### src/rtl/dcs_pkg.sv
// Shared types, constants and saturation helper for the density spline evaluator.
package dcs_pkg;

    localparam int DIST_W     = 20;   // Q4.16 distance
    localparam int WORD_W     = 32;   // write data and Q8.24 coefficients
    localparam int OUT_W      = 32;   // Q8.24 results
    localparam int ACC_W      = 40;   // Q16.24 Horner accumulator
    localparam int DX_W       = DIST_W + 1;
    localparam int FRAC_SHIFT = 16;
    localparam int ROUND_HALF = 1 << (FRAC_SHIFT - 1);
    localparam int CFG_IDX_W  = 3;

    localparam logic [DIST_W-1:0]        INNER_START_RST   = 20'd132448;
    localparam logic [DIST_W-1:0]        LINEAR_START_RST  = 20'd59014;
    localparam logic [DIST_W-1:0]        CUTOFF_RST        = 20'd364249;
    localparam logic signed [WORD_W-1:0] LINEAR_SLOPE_RST  = 32'sd1308623;
    localparam logic signed [WORD_W-1:0] LINEAR_OFFSET_RST = 32'sd1466329;

    typedef enum logic {
        CMD_EVAL  = 1'b0,
        CMD_WRITE = 1'b1
    } t_cmd;

    typedef enum logic [2:0] {
        WSEL_KNOT = 3'd0,
        WSEL_A    = 3'd1,
        WSEL_B    = 3'd2,
        WSEL_C    = 3'd3,
        WSEL_D    = 3'd4
    } t_word_sel;

    typedef enum logic [1:0] {
        REGION_BELOW  = 2'd0,
        REGION_LINEAR = 2'd1,
        REGION_SPLINE = 2'd2,
        REGION_BEYOND = 2'd3
    } t_region;

    typedef enum logic [CFG_IDX_W-1:0] {
        CFG_INNER_START   = 3'd0,
        CFG_LINEAR_START  = 3'd1,
        CFG_CUTOFF        = 3'd2,
        CFG_LINEAR_SLOPE  = 3'd3,
        CFG_LINEAR_OFFSET = 3'd4
    } t_cfg_idx;

    // Clamp a Q16.24 accumulator to the 32 bit result range.
    function automatic logic signed [OUT_W-1:0] sat_out(input logic signed [ACC_W-1:0] v);
        logic [ACC_W-OUT_W:0] top;
        top = v[ACC_W-1:OUT_W-1];
        if (top == '0 || top == '1) begin
            return v[OUT_W-1:0];
        end else if (v[ACC_W-1]) begin
            return {1'b1, {(OUT_W-1){1'b0}}};
        end else begin
            return {1'b0, {(OUT_W-1){1'b1}}};
        end
    endfunction

endpackage

### src/rtl/dcs_horner_step.sv
// One Horner step: registered multiply, then rounded add and 40 bit clamp.
module dcs_horner_step
    import dcs_pkg::*;
#(
    parameter int T_W = 40,
    parameter int C_W = 32
) (
    input  logic                    i_clk,
    input  logic                    i_en,
    input  logic signed [T_W-1:0]   i_t,
    input  logic signed [C_W-1:0]   i_coef,
    input  logic signed [DX_W-1:0]  i_dx,
    output logic signed [ACC_W-1:0] o_sum
);

    localparam int P_W = T_W + DX_W;
    localparam int S_W = P_W + 2;

    logic signed [P_W-1:0]   r_prod;
    logic signed [C_W-1:0]   r_coef;
    logic signed [ACC_W-1:0] r_sum;
    logic signed [S_W-1:0]   n_round;
    logic signed [S_W-1:0]   n_total;
    logic signed [ACC_W-1:0] n_sum;
    logic [S_W-ACC_W:0]      top;

    // Round half up, add the coefficient, clamp to Q16.24
    always_comb begin
        n_round = (S_W'(r_prod) + S_W'(ROUND_HALF)) >>> FRAC_SHIFT;
        n_total = n_round + S_W'(r_coef);
        top     = n_total[S_W-1:ACC_W-1];
        if (top == '0 || top == '1) begin
            n_sum = n_total[ACC_W-1:0];
        end else if (n_total[S_W-1]) begin
            n_sum = {1'b1, {(ACC_W-1){1'b0}}};
        end else begin
            n_sum = {1'b0, {(ACC_W-1){1'b1}}};
        end
    end

    // Advance both stages together with the pipeline
    always_ff @(posedge i_clk) begin
        if (i_en) begin
            r_prod <= P_W'(i_t) * P_W'(i_dx);
            r_coef <= i_coef;
            r_sum  <= n_sum;
        end
    end

    assign o_sum = r_sum;

endmodule

### config.mk
export PLATFORM = sky130hd
export DESIGN_NAME = dcs_horner_step
export DESIGN_NICKNAME = d
export VERILOG_FILES = /design/src/rtl/dcs_pkg.sv /design/src/rtl/dcs_horner_step.sv
export SDC_FILE = /design/constraint.sdc
export NUM_CORES = 2
export LEC_CHECK = 0
export ABC_CLOCK_PERIOD_IN_PS = 11210
export BUFFER_PORTS_ARGS = -buffer_cell sky130_fd_sc_hd__buf_2
export CAP_MARGIN = 20
export CORE_MARGIN = 3
export CORE_UTILIZATION = 55
export CTS_BUF_LIST = sky130_fd_sc_hd__clkbuf_4
export CTS_CLUSTER_DIAMETER = 50
export CTS_CLUSTER_SIZE = 10
export DETAILED_ROUTE_END_ITERATION = 6
export PLACE_DENSITY = 0.69
export SYNTH_ARGS = -nofsm -noshare
export SYNTH_HDL_FRONTEND = slang
export SYNTH_SLANG_ARGS = --single-unit
### constraint.sdc
create_clock -name i_clk -period 11.21 [get_ports i_clk]
set_input_delay 2.8025 -clock i_clk [delete_from_list [all_inputs] [get_ports i_clk]]
set_output_delay 2.8025 -clock i_clk [all_outputs]
set_load 0.05 [all_outputs]
==> results.ini <==
[status]
status=completed

[placed_design]
gp_congestion=0.972
hpwl_um=72500
port_buffers=134

[sta]
finalMaxSlewViolations=0
hold_viol=0
fin_skew_ps=16.3
setup_viol=0
setup_tns_ps=0
grt_setup_unrepaired=no
min_period_over_period_pct=91.8
relSlewSlack_pct=30.1
tightestPinTransition_ps=1050
period_needed_ps=10290
fmax_mhz=97.2

[floorplan]
coreArea_mm2=0.0621
dieHeight_um=257
start_util_pct=55.8
die_width_um=257
rows=91
io_pins=135
dieArea_mm2=0.0660

[grt]
grt_pass1_wl_um=146000
grt_max_degree=63
groute.usage.overall_pct=28.7
antenna_found_initial=2
overflow=0
grt_pass1_vias=26700

[clock_tree]
htree_num_levels=4
clockBufferDepth=2
clk_pin_slew_ps=110
cts-root-buf=clkbuf_4
insertion_delay_ps=580
post_cts_resize_count=0
cts_setup_buffers=0
ctsHoldBuffers=0
clock-sinks=118
cts_tree=yes
numCtsBuffers=17

[final_layout]
final.fill_count=5517
area_growth_pct=5.11
final_nets=4885
final_common_cell=inv_1
final_cell_mix=inv_1 (908), fa_1 (820), nand2_1 (620)
drive_gt1_share_pct=6.17

[synth]
syn_area_mm2=0.0346
ys_warn_count=0
synthMuxAreaShare_pct=0
synth_edf_count=118
yosys.area_share.simple_pct=14.5
async_reset_ff_share_pct=0
synth_flop_cell=edfxtp_1
syn_nets=4857
ys_seq_area_share_pct=10.2
synth_fa_ha_area_share_pct=54.3
synth_xor_area_share_pct=3.49
synth_compound_area_share_pct=5.56
ys_seq_elements=118
syn_avg_cell_area_um2=9.24
synth_top_family_by_area=adder cells
netlist_instances=3750
yosysUniqueCellTypes=58

[setup_path]
cp-start-kind=input port
slowest_stage=buf_2
cp-end-kind=flip-flop
max_stage_delay_ps=600
cp_data_required_time_ps=11620
cp_max_fo=30
crit_path_frequent_cell=fa_1
arrival_ps=10700
critical_path_class=input port to flip-flop

[min_path]
hold_class=flip-flop to flip-flop

[drt]
vias=24900
wire_per_inst_um=19.5
vias_per_cell=5.38
drtAntennaViolNets=0
drt-total-wl_um=90300
drt_iter0_drc=1666
drc=0
drt_pass1_iterations=5

[run]
drv_cap=0

[state kept, by name, indices dropped and copies added, names as in the netlist]
signal	count
o_sum	40
r_prod	46
r_coef	32
[cell families after synthesis]
group | Yosys count
AO/OA/AOI/OAI | 296
XOR/XNOR | 138
adder cells (fa/ha/maj) | 1012
buffers and inverters | 1092
flip-flops | 118
AND/OR/NAND/NOR | 1094
[through the flow]
| step | hold slack [ps] | setup WS (ps) | std cells | utilization [%] | area (um2) |
|---|---|---|---|---|---|
| 6_report | 760 | 917 | 4632 | 58.7 | 36400 |
| 3_3_place_gp | 719 | 492 | 4596 | 58.3 | 36200 |
| 4_1_cts | 757 | 975 | 4628 | 58.7 | 36400 |
| 3_5_place_dp | 739 | 343 | 4596 | 58.3 | 36200 |
| 5_1_grt | 838 | 530 | 4630 | 58.7 | 36400 |
| 2_1_floorplan | 664 | 1180 | 3750 | - | 34600 |
[per-layer routing]
metal  track usage (%)  wire [um]
met2              44.8      40200
met3              10.3      11200
met5                 0          0
met4              5.53       1620
met1              39.1      37200
[critical path: cells and delay by family]
kind	cells	cell delay, ps
compound gates	7	2050
fa+ha+maj	8	3910
buf+inv	6	870
simple gates	5	1040
[worst paths after layout]
| kind | from | end | slack [ps] | depth (start not counted) |
|---|---|---|---|---|
| max | i_dx[7] | r_prod[57]$_DFFE_PP_ | 920 | 26 |
| min | r_coef[0]$_DFFE_PP_ | o_sum[0]$_DFFE_PP_ | 760 | 3 |
| max reg2reg | r_prod[19]$_DFFE_PP_ | o_sum[9]$_DFFE_PP_ | 5500 | 20 |
| min reg2reg | r_coef[0]$_DFFE_PP_ | o_sum[0]$_DFFE_PP_ | 760 | 3 |
[cells in the mapped netlist, types with 4 or more instances]
library cell	number	area share [%]
a211o_1	4	0.10
a211oi_1	7	0.15
a21o_1	51	1.1
a21oi_1	106	1.5
a221oi_1	8	0.20
a31oi_1	10	0.18
a41oi_1	5	0.13
and2_1	257	4.6
and3_1	22	0.40
and4_1	6	0.15
clkbuf_1	176	1.9
edfxtp_1	118	10
fa_1	820	47
ha_1	192	6.9
inv_1	908	9.8
nand2_1	620	6.7
nand2b_1	14	0.25
nand3_1	34	0.49
nand4_1	17	0.31
nor2_1	90	0.98
nor2b_1	6	0.11
nor3_1	15	0.22
nor4_1	4	0.072
o211ai_1	7	0.15
o21a_1	12	0.26
o21ai_0	41	0.59
o21bai_1	10	0.22
o31a_1	4	0.10
o41ai_1	4	0.10
or3_1	5	0.090
xnor2_1	97	2.5
xor2_1	41	1.0
[final cells by class]
type | instances | area (um2) | share of cell area [%]
multi-input cells | 2540 | 27000 | 74.2
flip-flops and latches | 118 | 3540 | 9.73
inverters | 908 | 3410 | 9.36
repair buffers | 193 | 1170 | 3.20
well taps | 837 | 1050 | 2.88
clock buffers | 17 | 128 | 0.351
clock inverters | 15 | 108 | 0.296
diodes | 4 | 10.0 | 0.0275
Power is not shown: default switching activity piles up to over one toggle a cycle in this logic, so the estimate is an artifact.
